### config.mk
export PLATFORM = sky130hd
export DESIGN_NAME = yuy2_to_rgb_and_gray_flat
export DESIGN_NICKNAME = d
export VERILOG_FILES = /design/src/hdl/yrg_pkg.sv /design/src/hdl/yrg_chan_if.sv /design/src/hdl/yrg_pixel.sv /design/src/hdl/yuy2_to_rgb_and_gray.sv /design/src/flat_wrapper.sv
export SDC_FILE = /design/constraint.sdc
export NUM_CORES = 1
export LEC_CHECK = 0
export BUFFER_PORTS_ARGS = -buffer_cell sky130_fd_sc_hd__clkbuf_2
export CORE_ASPECT_RATIO = 0.6
export CORE_MARGIN = 5
export CORE_UTILIZATION = 30
export CTS_CLUSTER_DIAMETER = 100
export CTS_CLUSTER_SIZE = 30
export DETAILED_ROUTE_END_ITERATION = 10
export GPL_TIMING_DRIVEN = 0
export PLACE_DENSITY = 0.53
export SETUP_SLACK_MARGIN = 0.4
export SLEW_MARGIN = 40
export SYNTH_ARGS = -nofsm -noshare
export SYNTH_HDL_FRONTEND = slang
export SYNTH_SLANG_ARGS = --single-unit
### constraint.sdc
create_clock -name clock -period 8 [get_ports clock]
set_input_delay 0.8 -clock clock [delete_from_list [all_inputs] [get_ports clock]]
set_output_delay 0.8 -clock clock [all_outputs]
set_load 0.02 [all_outputs]
### src/hdl/yrg_pkg.sv
`default_nettype none
package yrg_pkg;

   localparam int PixW       = 8;
   localparam int StageCount = 4;
   localparam int SumW       = 20;
   localparam int DiffW      = 10;
   localparam int GraySumW   = 10;
   localparam int DivW       = 20;
   localparam int DivShift   = 11;

   localparam logic signed [SumW-1:0]  CoefLuma      = 20'sd298;
   localparam logic signed [SumW-1:0]  CoefBlueU     = 20'sd516;
   localparam logic signed [SumW-1:0]  CoefGreenU    = 20'sd100;
   localparam logic signed [SumW-1:0]  CoefGreenV    = 20'sd208;
   localparam logic signed [SumW-1:0]  CoefRedV      = 20'sd409;
   localparam logic signed [SumW-1:0]  RoundBias     = 20'sd128;
   localparam logic signed [DiffW-1:0] LumaOffset    = 10'sd16;
   localparam logic signed [DiffW-1:0] ChromaOffset  = 10'sd128;
   localparam logic signed [SumW-1:0]  PixMax        = 20'sd255;
   localparam logic [DivW-1:0]         DivThreeRecip = 20'd683;

   typedef logic [PixW-1:0] pix_type;

   typedef struct packed {
      logic [StageCount-1:0] load;
   } stage_ctl_type;

   function automatic pix_type clamp_shift(input logic signed [SumW-1:0] sum);
      logic signed [SumW-1:0] sh;
      sh = sum >>> PixW;
      if (sh < 0) begin
         return '0;
      end
      if (sh > PixMax) begin
         return '1;
      end
      return sh[PixW-1:0];
   endfunction

endpackage
`default_nettype wire

### src/hdl/yrg_chan_if.sv
`default_nettype none
interface yrg_req_if import yrg_pkg::*; ();
   logic    valid;
   logic    ready;
   pix_type luma_first;
   pix_type chroma_blue;
   pix_type luma_second;
   pix_type chroma_red;
   logic    last_pair;

   modport source (output valid, luma_first, chroma_blue, luma_second, chroma_red,
                   last_pair, input ready);
   modport sink (input valid, luma_first, chroma_blue, luma_second, chroma_red,
                 last_pair, output ready);
endinterface

interface yrg_rsp_if import yrg_pkg::*; ();
   logic    valid;
   logic    ready;
   pix_type blue_first;
   pix_type green_first;
   pix_type red_first;
   pix_type blue_second;
   pix_type green_second;
   pix_type red_second;
   pix_type gray_first;
   pix_type gray_second;
   logic    last_out;

   modport source (output valid, blue_first, green_first, red_first, blue_second,
                   green_second, red_second, gray_first, gray_second, last_out,
                   input ready);
   modport sink (input valid, blue_first, green_first, red_first, blue_second,
                 green_second, red_second, gray_first, gray_second, last_out,
                 output ready);
endinterface
`default_nettype wire

### src/hdl/yrg_pixel.sv
`default_nettype none
module yrg_pixel import yrg_pkg::*; (
   input  wire                     clock,
   input  stage_ctl_type           ctl,
   input  pix_type                 luma,
   input  wire logic signed [SumW-1:0] blue_u,
   input  wire logic signed [SumW-1:0] green_u,
   input  wire logic signed [SumW-1:0] green_v,
   input  wire logic signed [SumW-1:0] red_v,
   output pix_type                 blue,
   output pix_type                 green,
   output pix_type                 red,
   output pix_type                 gray
);

   logic signed [DiffW-1:0] c_in;
   logic signed [SumW-1:0]  luma_prod_in, luma_prod_ff;
   pix_type                 b2_in, g2_in, r2_in, b2_ff, g2_ff, r2_ff;
   pix_type                 b3_ff, g3_ff, r3_ff;
   logic [GraySumW-1:0]     sum3_in, sum3_ff;
   logic [DivW-1:0]         div_in;
   pix_type                 b4_ff, g4_ff, r4_ff, gray4_ff;

   assign c_in         = signed'({2'b00, luma}) - LumaOffset;
   assign luma_prod_in = SumW'(c_in) * CoefLuma;

   assign b2_in = clamp_shift(luma_prod_ff + blue_u + RoundBias);
   assign g2_in = clamp_shift(luma_prod_ff - green_u - green_v + RoundBias);
   assign r2_in = clamp_shift(luma_prod_ff + red_v + RoundBias);

   assign sum3_in = GraySumW'(b2_ff) + GraySumW'(g2_ff) + GraySumW'(r2_ff);
   assign div_in  = DivW'(sum3_ff) * DivThreeRecip;

   always_ff @(posedge clock) begin
      if (ctl.load[0]) begin
         luma_prod_ff <= luma_prod_in;
      end
      if (ctl.load[1]) begin
         b2_ff <= b2_in;
         g2_ff <= g2_in;
         r2_ff <= r2_in;
      end
      if (ctl.load[2]) begin
         b3_ff   <= b2_ff;
         g3_ff   <= g2_ff;
         r3_ff   <= r2_ff;
         sum3_ff <= sum3_in;
      end
      if (ctl.load[3]) begin
         b4_ff    <= b3_ff;
         g4_ff    <= g3_ff;
         r4_ff    <= r3_ff;
         gray4_ff <= div_in[DivShift +: PixW];
      end
   end

   assign blue  = b4_ff;
   assign green = g4_ff;
   assign red   = r4_ff;
   assign gray  = gray4_ff;

endmodule
`default_nettype wire

### src/hdl/yuy2_to_rgb_and_gray.sv
// YUY2 to RGB and gray converter, BT.601 integer form. Each transaction on req_if
// carries one macropixel (two lumas sharing one U and one V); each transaction on
// rsp_if carries clamped blue, green and red for both pixels, a truncated mean of
// the three as gray for each, and the last-pair flag. One macropixel is taken every
// clock unless every stage is full and rsp_if.ready is low. Data pass through the
// constant-product, sum-and-clamp, gray-sum and divide-by-three register stages.
// A stage holds while its successor stalls, refills once empty; bubbles close up.
`default_nettype none
module yuy2_to_rgb_and_gray import yrg_pkg::*; (
   input wire      clock,
   input wire      reset,
   yrg_req_if.sink   req_if,
   yrg_rsp_if.source rsp_if
);

   logic [StageCount-1:0]   valid_ff, valid_in, stage_ready;
   stage_ctl_type           ctl;
   logic [StageCount-1:0]   last_ff;
   logic signed [DiffW-1:0] d_in, e_in;
   logic signed [SumW-1:0]  blue_u_ff, green_u_ff, green_v_ff, red_v_ff;

   always_comb begin
      stage_ready[StageCount-1] = !valid_ff[StageCount-1] || rsp_if.ready;
      for (int k = StageCount - 2; k >= 0; k--) begin
         stage_ready[k] = !valid_ff[k] || stage_ready[k+1];
      end
      ctl.load[0] = stage_ready[0] && req_if.valid;
      valid_in    = valid_ff;
      if (stage_ready[0]) begin
         valid_in[0] = req_if.valid;
      end
      for (int k = 1; k < StageCount; k++) begin
         ctl.load[k] = stage_ready[k] && valid_ff[k-1];
         if (stage_ready[k]) begin
            valid_in[k] = valid_ff[k-1];
         end
      end
   end

   always_ff @(posedge clock) begin
      if (reset) begin
         valid_ff <= '0;
      end else begin
         valid_ff <= valid_in;
      end
   end

   assign d_in = signed'({2'b00, req_if.chroma_blue}) - ChromaOffset;
   assign e_in = signed'({2'b00, req_if.chroma_red}) - ChromaOffset;

   always_ff @(posedge clock) begin
      if (ctl.load[0]) begin
         blue_u_ff  <= SumW'(d_in) * CoefBlueU;
         green_u_ff <= SumW'(d_in) * CoefGreenU;
         green_v_ff <= SumW'(e_in) * CoefGreenV;
         red_v_ff   <= SumW'(e_in) * CoefRedV;
         last_ff[0] <= req_if.last_pair;
      end
      for (int k = 1; k < StageCount; k++) begin
         if (ctl.load[k]) begin
            last_ff[k] <= last_ff[k-1];
         end
      end
   end

   yrg_pixel u_pix_first (
      .clock   (clock),
      .ctl     (ctl),
      .luma    (req_if.luma_first),
      .blue_u  (blue_u_ff),
      .green_u (green_u_ff),
      .green_v (green_v_ff),
      .red_v   (red_v_ff),
      .blue    (rsp_if.blue_first),
      .green   (rsp_if.green_first),
      .red     (rsp_if.red_first),
      .gray    (rsp_if.gray_first)
   );

   yrg_pixel u_pix_second (
      .clock   (clock),
      .ctl     (ctl),
      .luma    (req_if.luma_second),
      .blue_u  (blue_u_ff),
      .green_u (green_u_ff),
      .green_v (green_v_ff),
      .red_v   (red_v_ff),
      .blue    (rsp_if.blue_second),
      .green   (rsp_if.green_second),
      .red     (rsp_if.red_second),
      .gray    (rsp_if.gray_second)
   );

   assign req_if.ready    = stage_ready[0];
   assign rsp_if.valid    = valid_ff[StageCount-1];
   assign rsp_if.last_out = last_ff[StageCount-1];

endmodule
`default_nettype wire

### src/flat_wrapper.sv
// flat-port wrapper written by rule: the top's interface ports become plain ports
module yuy2_to_rgb_and_gray_flat import yrg_pkg::*;
  (clock, reset, req_if_valid, req_if_luma_first, req_if_chroma_blue, req_if_luma_second, req_if_chroma_red, req_if_last_pair, req_if_ready, rsp_if_valid, rsp_if_blue_first, rsp_if_green_first, rsp_if_red_first, rsp_if_blue_second, rsp_if_green_second, rsp_if_red_second, rsp_if_gray_first, rsp_if_gray_second, rsp_if_last_out, rsp_if_ready);
  yrg_req_if req_if_i ();
  yrg_rsp_if rsp_if_i ();
  input wire clock;
  input wire reset;
  input wire logic [$bits(req_if_i.valid)-1:0] req_if_valid;
  input wire logic [$bits(req_if_i.luma_first)-1:0] req_if_luma_first;
  input wire logic [$bits(req_if_i.chroma_blue)-1:0] req_if_chroma_blue;
  input wire logic [$bits(req_if_i.luma_second)-1:0] req_if_luma_second;
  input wire logic [$bits(req_if_i.chroma_red)-1:0] req_if_chroma_red;
  input wire logic [$bits(req_if_i.last_pair)-1:0] req_if_last_pair;
  output wire logic [$bits(req_if_i.ready)-1:0] req_if_ready;
  output wire logic [$bits(rsp_if_i.valid)-1:0] rsp_if_valid;
  output wire logic [$bits(rsp_if_i.blue_first)-1:0] rsp_if_blue_first;
  output wire logic [$bits(rsp_if_i.green_first)-1:0] rsp_if_green_first;
  output wire logic [$bits(rsp_if_i.red_first)-1:0] rsp_if_red_first;
  output wire logic [$bits(rsp_if_i.blue_second)-1:0] rsp_if_blue_second;
  output wire logic [$bits(rsp_if_i.green_second)-1:0] rsp_if_green_second;
  output wire logic [$bits(rsp_if_i.red_second)-1:0] rsp_if_red_second;
  output wire logic [$bits(rsp_if_i.gray_first)-1:0] rsp_if_gray_first;
  output wire logic [$bits(rsp_if_i.gray_second)-1:0] rsp_if_gray_second;
  output wire logic [$bits(rsp_if_i.last_out)-1:0] rsp_if_last_out;
  input wire logic [$bits(rsp_if_i.ready)-1:0] rsp_if_ready;
  assign req_if_i.valid = req_if_valid;
  assign req_if_i.luma_first = req_if_luma_first;
  assign req_if_i.chroma_blue = req_if_chroma_blue;
  assign req_if_i.luma_second = req_if_luma_second;
  assign req_if_i.chroma_red = req_if_chroma_red;
  assign req_if_i.last_pair = req_if_last_pair;
  assign req_if_ready = req_if_i.ready;
  assign rsp_if_valid = rsp_if_i.valid;
  assign rsp_if_blue_first = rsp_if_i.blue_first;
  assign rsp_if_green_first = rsp_if_i.green_first;
  assign rsp_if_red_first = rsp_if_i.red_first;
  assign rsp_if_blue_second = rsp_if_i.blue_second;
  assign rsp_if_green_second = rsp_if_i.green_second;
  assign rsp_if_red_second = rsp_if_i.red_second;
  assign rsp_if_gray_first = rsp_if_i.gray_first;
  assign rsp_if_gray_second = rsp_if_i.gray_second;
  assign rsp_if_last_out = rsp_if_i.last_out;
  assign rsp_if_i.ready = rsp_if_ready;
  yuy2_to_rgb_and_gray u_core (.clock(clock), .reset(reset), .req_if(req_if_i), .rsp_if(rsp_if_i));
endmodule
==> results.md, run 1 <==
* Status: completed
* Slew HR at 38.84%
* Sequential cell area at 8518 um2
* DRC at 0
* Critical path class: in -> reg
* Final period util at approximately two thirds
* Post-Place Setup Slack at between 2 and 2.5 ns
* Post-CTS sizing at 0
* Netlist cell types at 65
* Ys Warns at 0
* Crit. End Element: flop
* DR vias at 15000
* Wire length per cell at 15.96 um
* Multi-input gate area at around 14000 um2
* Clock buffer depth at 3
* Synth Area per Inst at 11.56 um2
* Worst-Skew Late Latency at about 0.56 ns
* Max cap viols at 0
* Nets at 2955
* Hold path cells at 1
* Hold WC Path Type: in -> reg
* Most Frequent Cell on Critical Path: ha_1
* Core ar. at 81080 um2
* CTS tree: yes
* PortBufs at 103
* Worst-margin pin slew at 0.9078 ns
* Dpl cell area at 26590 um2
* RSZ-0062 raised after global routing: false
* Via density at about 4.5
* Worst Skew at about 0.06 ns
* Min Tclk post-route at between 5 and 6 ns
* Die Span X at 378.5 um
* Async SR Flop Fraction at 0%
* Pin count of the biggest net entering global routing at 32
* Die area at between 80000 and 90000 um2
* Final Max Tran Viols at 0
* Crit path launch type: primary input
* CP max-delay cell: buf_1
* CP required at roughly 8.4 ns
* Clk root buf: clkbuf_16
* Fmax at 184.8 MHz
* Post-Syn Nets at between 2000 and 3000
* Crit path DAT at ~5.8 ns
* Final-report setup violation count at 0
* Hold slack at 0.4119 ns
* Detailed Route Iter0 Violations at 782
* Reg2Reg Depth at 16
* Final Hold Viols at 0
* Drt pass-1 iters at 5
* #FFs+latches synth at 285
* Worst-path clk slew at 0.12 ns
* H-Tree Level Count at 1
* Main synth FF type: edfxtp_1
* EDFF count, synth at 281
* Register area share after synthesis at 34.86%
* Post-DRT Antenna Nets at 0
* Hold_buf cts at 0
* HPWL Detailed at 45900 um
* Worst path cell trace: clkbuf_2 > inv_1 > ha_1 > nor3b_1 > buf_1 > ha_1 > ha_1 > inv_1 > fa_1 > fa_1 > inv_1 > ha_1 > o21ai_0 > a21boi_0 > o21ai_0 > a21boi_0 > o21ai_0 > a21oi_1 > o31ai_1 > a41o_1
* Layout Cells excl Fill at 3337
* Die Y at 231.1 um
* Drt total wl at approximately 53000 um
* CP peak stage delay at 0.57 ns
* Netlist Area Pre-Place at about 24000 um2
* Setup Buffers After CTS at 0
* Global-route wire length before repair at 84820 um
* Inst Count DP at 3311
* Fill count at 8119
* CTS Buf Count at 15
* Area Overhead vs Synth at 10.67%
* Number of global-route vias before repair at 15230
* # IOs at roughly 100
* Clk sink count at 285
* Layout cells sized above 1 at 7.488%
* Worst-path fanout max at 14
* Initial Util at 30.14%
* Rows at 81
* Mapped Cells at 2114
* Final Cell Area at about 27000 um2
* Initial antenna violation count at 1
* Final GP Congestion at 0.8416
* Grt total ovfl at 0
* Total Routing Usage GR at 12.34%
* Setup WS post-layout at roughly 2.6 ns
[area by class of cell]
| cell class | count | share of cell area, % |
|---|---|---|
| antenna | 1 | 0.009252 |
| buffer | 2 | 0.02776 |
| clock buffer | 21 | 1.508 |
| clock inverter | 4 | 0.1665 |
| inverter | 398 | 5.523 |
| multi-input combinational | 1429 | 53.45 |
| sequential | 285 | 31.49 |
| tap | 1079 | 4.991 |
| timing repair buffer | 118 | 2.831 |
[kinds of logic after synthesis]
| group | Yosys count | synth area share, % |
|---|---|---|
| adders and majority gates | 669 | 38.55 |
| buffers and inverters | 400 | 6.144 |
| AOI/OAI and AO/OA | 343 | 9.487 |
| and+or+nand+nor | 258 | 5.186 |
| xor gates and xnor gates | 152 | 5.478 |
| muxes | 7 | 0.2970 |
| DFF | 285 | 34.86 |
[cells in the mapped netlist, types with 5 or more instances]
cell | n | area [um2]
nand3_1 | 17 | 85.08
nor2b_1 | 19 | 118.9
nand2_1 | 44 | 165.2
ha_1 | 529 | 6619
inv_1 | 398 | 1494
nor2_1 | 90 | 337.8
a211oi_1 | 7 | 52.55
o21bai_1 | 23 | 172.7
xor2_1 | 46 | 402.9
o21a_1 | 60 | 450.4
o31ai_1 | 6 | 45.04
and3_1 | 6 | 37.54
nand2b_1 | 9 | 56.30
o211ai_1 | 8 | 60.06
fa_1 | 140 | 2803
o21ai_0 | 42 | 210.2
nor3_1 | 29 | 145.1
o41a_1 | 6 | 67.56
xnor2_1 | 105 | 919.6
or2_2 | 10 | 62.56
and2_1 | 6 | 37.54
mux2i_1 | 5 | 50.05
a21o_1 | 38 | 285.3
nand4_1 | 5 | 31.28
or3_1 | 6 | 37.54
o2111ai_1 | 6 | 52.55
a21boi_0 | 7 | 52.55
a21oi_1 | 105 | 525.5
edfxtp_1 | 281 | 8438
[placed cells by master, fill, tap and decap left out, drive strengths merged, types with 6 or more instances in the layout]
cell | netlist | layout
a211oi | 8 | 8
ha | 529 | 529
o41a | 6 | 6
edfxtp | 281 | 281
o211ai | 9 | 9
xor2 | 46 | 46
or2 | 10 | 10
nand2b | 9 | 9
buf | 2 | 17
and2 | 6 | 6
o21a | 60 | 60
o21bai | 23 | 23
clkbuf | 0 | 124
o31ai | 6 | 6
or3 | 7 | 7
fa | 140 | 140
o21ai | 46 | 46
inv | 398 | 401
nor2b | 19 | 19
and3 | 6 | 6
nand3 | 17 | 17
nor3 | 30 | 30
o2111ai | 6 | 6
nand2 | 45 | 45
a21oi | 107 | 107
a21o | 38 | 38
xnor2 | 106 | 106
a21boi | 9 | 9
nor2 | 90 | 90
[critical path: cells and delay by family]
kind | cells | cell delay (ns)
fa+ha+maj | 6 | 2.20
buf+inv | 5 | 0.96
compound gates | 8 | 1.68
simple gates | 1 | 0.18
[flip-flops by register name, summed over array words and instances (netlist names), 10 cells and up]
name / flops
u_core.u_pix_first.sum3_ff: 10
u_core.red_v_ff: 19
u_core.u_pix_first.luma_prod_ff: 18
u_core.u_pix_second.luma_prod_ff: 18
u_core.u_pix_second.sum3_ff: 10
u_core.blue_u_ff: 18
u_core.green_v_ff: 12
u_core.green_u_ff: 12
[routing by layer]
layer / vias up / wire [um] / GRT usage, %
met4: 0 / 511 / 1.541
met5: - / 0 / 0
met1: 7192 / 28980 / 19.49
met3: 33 / 2174 / 1.750
li1: 7596 / - / -
met2: 178 / 21570 / 18.22
[worst paths after layout]
kind                                            startpoint                                              to  slack (ns)
setup reg to reg  u_core.u_pix_second.sum3_ff[5]$_DFFE_PP_           u_core.u_pix_second.gray[7]$_DFFE_PP_        3.02
hold / removal                            req_if_last_pair                     u_core.last_ff[0]$_DFFE_PP_        0.41
setup / recovery                     req_if_luma_second[4]  u_core.u_pix_second.luma_prod_ff[18]$_DFFE_PP_        2.59
hold reg to reg                u_core.last_ff[2]$_DFFE_PP_                     u_core.last_ff[3]$_DFFE_PP_        0.43
[metrics by stage]
step                      TNS [ns]  utilization, %
after floorplan                  0               -
after global placement     -156.69           32.44
after detailed placement         0           32.80
after CTS                        0           33.36
after global routing             0           33.36
final                            0           33.36
Power of run 1 is left out: the tool's default activity adds up to more than one toggle a clock period on the data nets, which glitch-free logic cannot reach.
==> inputs of run 2 (changes only) <==
ABC_AREA = 1   (was unset)
clock period = 5 ns   (was 8 ns; I/O delays follow)
==> run 2 against run 1 <==
Compared with the run above:
- sequential cell count is the same
- via count increased by 26%
- cell count is 25% higher
- synthesized area is 9.9% higher
- worst setup slack got worse by 1.9 ns
- critical endpoint is now u_core.u_pix_second.gray[7]$_DFFE_PP_
==> results.md, run 2 <==
* Critical path class: reg -> reg
* Top-count cell post-synth: inv_1
* Drt total wl at 68230 um (+28%)
* HPWL Detailed at 58760 um (+28%)
* Crit path launch type: flop
* PortBufs at 103 (unchanged)
* Min Tclk post-route at 4.344 ns
* CTS Buf Count at 18 (+3)
* Register area share after synthesis at 31.72% (-3.1 points)
* Number of flip-flops in the largest register at 19 (unchanged)
* Number of diodes at 0 (-1)
* Area Overhead vs Synth at 10.82%
* Worst-path clk slew at 0.11 ns (about the same)
* Final period util at 86.87%
* RSZ-0062 raised after global routing: false
* Die area at 95800 um2 (+9.5%)
* Core ar. at 89230 um2 (+10%)
* Die Span X at 396.3 um (+4.7%)
* Top reg by flops: u_core.red_v_ff
* Clk root buf: clkbuf_16
* Most frequent cells in the layout: 581 x inv_1, 529 x ha_1, 473 x nand2_1
* Most Frequent Cell on Critical Path: nand2_1
* Crit. End Element: flop
* Worst path cell trace: ha_1 > inv_1 > fa_1 > inv_1 > fa_1 > fa_1 > ha_1 > ha_1 > nand2_1 > nor4_1 > nand2_1 > nand2_1 > nand2_1 > nand3_1 > nand2_1
* Fmax at 230.2 MHz
* Mapped Cells at 2855 (+35%)
* Netlist cell types at 43 (-34%)
* Most area-consuming cells after synthesis: edfxtp_1 31%, ha_1 25%, fa_1 10%, inv_1 8.2%, nand2_1 6.6%
* Most common cell after layout, fill and taps aside: inv_1
* Die Y at 241.8 um (+4.6%)
* Number of global-route vias before repair at 18050 (+19%)
* Layout Cells excl Fill at 4180 (+25%)
* Worst Skew at 0.03006 ns (-0.03176 ns)
* Final GP Congestion at 0.9769 (+16%)
* Setup WS post-layout at 0.6563 ns (-1.933 ns)
* Detailed Route Iter0 Violations at 1309 (+67%)
* Worst-Skew Late Latency at 0.57 ns (about the same)
* CTS tree: yes
* CP required at 5.34 ns (-3.07 ns)
* #FFs+latches synth at 285 (unchanged)
* Post-Place Setup Slack at -0.03782 ns (-2.055 ns)
* Via density at 4.514 (+0.43%)
* EDFF count, synth at 281 (unchanged)
* Final Max Tran Viols at 0 (unchanged)
* Final-report setup violation count at 0 (unchanged)
* Crit path DAT at 4.68 ns (-1.14 ns)
* Total Routing Usage GR at 14.29% (+2.0 points)
* Post-DRT Antenna Nets at 0 (unchanged)
* Clk sink count at 285 (unchanged)
* Main synth FF type: edfxtp_1
* Synth area leader: edfxtp_1
* Synth Area per Inst at 9.407 um2 (-19%)
* Ys Warns at 0 (unchanged)
* Drt pass-1 iters at 5 (unchanged)
* H-Tree Level Count at 1 (unchanged)
* # IOs at 104 (unchanged)
* Pin count of the biggest net entering global routing at 59 (+84%)
* Rows at 85 (+4.9%)
* Async SR Flop Fraction at 0% (unchanged)
* Hold_buf cts at 0 (unchanged)
* Initial antenna violation count at 1 (unchanged)
* Global-route wire length before repair at 107400 um (+27%)
* Initial Util at 30.10% (-0.043 points)
* Nets at 3700 (+25%)
* CP max-delay cell: fa_1
* Grt total ovfl at 0 (unchanged)
* Hold slack at 0.1043 ns (-0.3075 ns)
* DR vias at 18870 (+26%)
* Inst Count DP at 4143 (+25%)
* Worst-margin pin slew at 0.7311 ns (-0.1767 ns)
* DRC at 0 (unchanged)
* Post-Syn Nets at 3561 (+26%)
* Hold WC Path Type: in -> reg
* Max cap viols at 0 (unchanged)
* Final Hold Viols at 0 (unchanged)
* Slew HR at 50.74% (+12 points)
* Netlist Area Pre-Place at 26860 um2 (+9.9%)
* Layout cells sized above 1 at 6.919% (-0.57 points)
* Top cell type's share of synthesized area at 31.42% (-3.1 points)
* Status: completed
* Worst-path fanout max at 5 (-9)
* Wire length per cell at 16.32 um (+2.3%)
* CP peak stage delay at 0.50 ns (-0.07 ns)
* List of most frequent post-synthesis cells: 584 x inv_1, 529 x ha_1, 473 x nand2_1
* Clock buffer depth at 3 (unchanged)
-- run 2: changes by cell type in the layout (fill, tap and decap cells not counted), sizes merged, moves of 27 or more --
cell   previous run  this run
nand2            45       501
inv             401       590
nand3            17       123
a21oi           107       192
nor2             90       170
o21a             60         5
xnor2           106        59
xor2             46        87
a21o             38        11
-- run 2: metal layers --
layer  part of all wire (%)  GRT usage, %
met1                     56         23.91
met2                     34         17.84
met3                    8.6         4.251
met4                    1.1         1.569
met5                  0.026             0
-- run 2: final timing paths --
kind / startpoint / endpoint / slack, ns / cells after the start
worst max-delay path: u_core.u_pix_second.sum3_ff[5]$_DFFE_PP_ / u_core.u_pix_second.gray[7]$_DFFE_PP_ / 0.66 / 15
worst min register to register: u_core.u_pix_first.b3_ff[4]$_DFFE_PP_ / u_core.u_pix_first.blue[4]$_DFFE_PP_ / 0.43 / 0
worst min-delay path: req_if_last_pair / u_core.last_ff[0]$_DFFE_PP_ / 0.10 / 1
worst max register to register: u_core.u_pix_second.sum3_ff[5]$_DFFE_PP_ / u_core.u_pix_second.gray[7]$_DFFE_PP_ / 0.66 / 15
-- run 2: logic make-up (layout without fill, tap and decap cells) --
family / count (synthesis) / count (layout) / share of synthesized area [%]
XOR/XNOR: 146 / 146 / 4.957
AO/OA/AOI/OAI: 317 / 317 / 6.620
flip-flops: 285 / 285 / 31.72
buffers and inverters: 586 / 737 / 8.190
adder cells (fa/ha/maj): 669 / 669 / 35.08
AND/OR/NAND/NOR: 852 / 852 / 13.44
-- run 2: area by class of cell --
cell class | count | area (um2)
clock buffer | 21 | 461.7
clock inverter | 11 | 163.9
fill | 9297 | 59470
inverter | 586 | 2210
multi-input combinational | 1984 | 16170
sequential | 285 | 8518
tap | 1174 | 1469
timing repair buffer | 119 | 773.2
-- run 2: critical path: cells and delay by family, from the launching register on --
| kind | cells | cell delay [ns] |
|---|---|---|
| fa+ha+maj | 6 | 2.54 |
| buf+inv | 2 | 0.13 |
| flops | 1 | 0.49 |
| simple gates | 7 | 0.95 |
-- run 2: through the flow --
step                      cell area, um2  util, %  TNS (ns)
after floorplan                    26860        -         0
after global placement             28840    32.33    -73.02
after detailed placement           29080    32.59  -0.06044
after CTS                          29710    33.30         0
after global routing               29760    33.35         0
final                              29760    33.35         0
-- run 2: what timing repair did --
action	CTS	global route
setup endpoints to repair	0	6
resized for setup	0	4
setup buffers	0	5
Power of run 2 is left out for the same reason.
==> inputs of run 3 (changes only) <==
CORE_ASPECT_RATIO = unset   (was 0.6)
CORE_MARGIN = 2   (was 5)
==> run 3 against run 2 <==
Compared with the run above:
- sequential share of layout area barely moved
- clock-buffer cell count fell by 1
- clock skew rose by 0.0051 ns
- maximum frequency rose by 0.89%
- worst setup slack improved by 0.038 ns
- critical path type unchanged
==> results.md, run 3 (synthesis results as in run 2) <==
* Most frequent cells in the layout: 581 x inv_1, 528 x ha_1, 473 x nand2_1
* Worst R2R End: u_core.u_pix_first.gray[7]$_DFFE_PP_
* Layout cells sized above 1 at 6.864% (-0.055 points)
* Drt pass-1 iters at 6 (+1)
* Setup Buffers After CTS at 0 (unchanged)
* Number of flip-flops in the largest register at 19 (unchanged)
* Final GP Congestion at 0.8741 (-11%)
* Inst Count DP at 4134 (-0.22%)
* Final-report setup violation count at 0 (unchanged)
* DR vias at 18530 (-1.8%)
* PortBufs at 103 (unchanged)
* DR top layer: met5
* Die Y at 303.2 um (+25%)
* RSZ-0062 raised after global routing: true
* HPWL Detailed at 54950 um (-6.5%)
* Critical path class: reg -> reg
* Die area at 91930 um2 (-4.0%)
* Layout Cells excl Fill at 4166 (-0.33%)
* Worst Setup SP: u_core.u_pix_first.sum3_ff[1]$_DFFE_PP_
* Fill count at 9190 (-1.2%)
* Rows at 109 (+28%)
* CTS tree: yes
* Number of global-route vias before repair at 18390 (+1.9%)
* CP required at 5.29 ns (-0.05 ns)
* Worst R2R Setup Slack at 0.69 ns (+0.04 ns)
* Final Max Tran Viols at 0 (unchanged)
* Sequential cell area at 8518 um2 (unchanged)
* Status: completed
* Setup WS post-layout at 0.6945 ns (+0.03821 ns)
* Global-route wire length before repair at 99190 um (-7.7%)
* Crit. End Element: flop
* Area Overhead vs Synth at 10.90% (about the same)
* Worst-path fanout max at 5 (unchanged)
* H-Tree Level Count at 1 (unchanged)
* Crit path launch type: flop
* Nets at 3695 (-0.14%)
* Clk root buf: clkbuf_16
* Reg2Reg Depth at 15 (unchanged)
* Via density at 4.449 (-1.4%)
* Min Tclk post-route at 4.305 ns (-0.03821 ns)
* Worst-Skew Late Latency at 0.56 ns (about the same)
* Pin count of the biggest net entering global routing at 47 (-20%)
* DRC at 0 (unchanged)
* Most common cell after layout, fill and taps aside: inv_1
* Hold WC Path Type: in -> reg
* CTS Buf Count at 18 (unchanged)
* Setup TNS at 0 ns (unchanged)
* Post-Place Setup Slack at 0.01244 ns (+0.05026 ns)
* Crit path DAT at 4.59 ns (-0.09 ns)
* Drt total wl at 62530 um (-8.4%)
* Die Span X at 303.2 um (-23%)
* Worst Skew at 0.03517 ns (+0.005108 ns)
* Top reg by flops: u_core.red_v_ff
* Slew HR at 62.85% (+12 points)
* Number of diodes at 0 (unchanged)
* Final Hold Viols at 0 (unchanged)
* Post-DRT Antenna Nets at 0 (unchanged)
* R2r startpoint: u_core.u_pix_first.sum3_ff[1]$_DFFE_PP_
* Grt total ovfl at 0 (unchanged)
* Initial Util at 30.34% (+0.24 points)
* Max cap viols at 0 (unchanged)
* Core ar. at 88510 um2 (-0.80%)
* Worst-margin pin slew at 0.5560 ns (-0.1752 ns)
* Total Routing Usage GR at 13.79% (-0.50 points)
* Multi-input gate area at 16160 um2 (about the same)
* Final period util at 86.11% (-0.76 points)
* Wire length per cell at 15.01 um (-8.0%)
* Fmax at 232.3 MHz (+0.89%)
* Worst-path clk slew at 0.11 ns (about the same)
* # IOs at 104 (unchanged)
* Hold_buf cts at 0 (unchanged)
* Routed wl met2 at 28810 um (+23%)
* CP endpoint: u_core.u_pix_first.gray[7]$_DFFE_PP_
* Initial antenna violation count at 3 (+2)
* WL met3 at 2293 um (-61%)
* Clock buffer depth at 3 (unchanged)
* Detailed Route Iter0 Violations at 978 (-25%)
* Hold slack at 0.1096 ns (+0.005258 ns)
* Met1 WL at 29880 um (-22%)
* Clk sink count at 285 (unchanged)
[run 3: layout make-up]
type | count | share of cell area, %
Multi-Input combinational cell | 1984 | 54.26
Sequential cell | 285 | 28.60
Clock buffer | 20 | 1.538
Inverter | 586 | 7.402
Tap cell | 1165 | 4.894
Clock inverter | 12 | 0.8150
Timing Repair Buffer | 114 | 2.487
[run 3: routing by layer]
| metal | up-vias | GRT usage [%] |
|---|---|---|
| li1 | 9647 | - |
| met1 | 8557 | 18.72 |
| met2 | 258 | 23.32 |
| met3 | 65 | 1.828 |
| met4 | 6 | 3.120 |
| met5 | - | 0 |
[run 3: worst min path at each step]
| stage | cells past startpoint | endpoint | startpoint |
|---|---|---|---|
| global route | 1 | u_core.last_ff[0]$_DFFE_PP_ | req_if_last_pair |
| detailed placement | 0 | u_core.u_pix_first.green[0]$_DFFE_PP_ | u_core.u_pix_first.g3_ff[0]$_DFFE_PP_ |
| finish | 1 | u_core.last_ff[0]$_DFFE_PP_ | req_if_last_pair |
| floorplan | 0 | u_core.last_ff[1]$_DFFE_PP_ | u_core.last_ff[0]$_DFFE_PP_ |
| global placement | 0 | u_core.u_pix_first.red[0]$_DFFE_PP_ | u_core.u_pix_first.r3_ff[0]$_DFFE_PP_ |
| CTS | 1 | u_core.last_ff[0]$_DFFE_PP_ | req_if_last_pair |
[run 3: critical path: stages, from the launching register on]
cell and delay [ns]:
edfxtp_1 0.48, ha_2 0.42, inv_1 0.07, fa_1 0.50
fa_1 0.55, inv_1 0.06, fa_1 0.42, ha_1 0.29
ha_1 0.38, nand2_1 0.13, nor2_1 0.15, nand2_1 0.07
o21ai_1 0.28, nand2_1 0.09, nand2_1 0.08, xnor2_1 0.07
[run 3: timing repair]
action / CTS / global route
resized for setup: 0 / 4
hold endpoints to repair: 0 / 0
setup endpoints to repair: 0 / 5
[run 3: per-stage QoR]
stage | utilization [%] | instance area, um2
final | 33.65 | 29780
after detailed placement | 32.85 | 29080
after CTS | 33.64 | 29780
after floorplan | - | 26860
after global routing | 33.65 | 29780
after global placement | 32.58 | 28830
Power of run 3 is left out for the same reason.
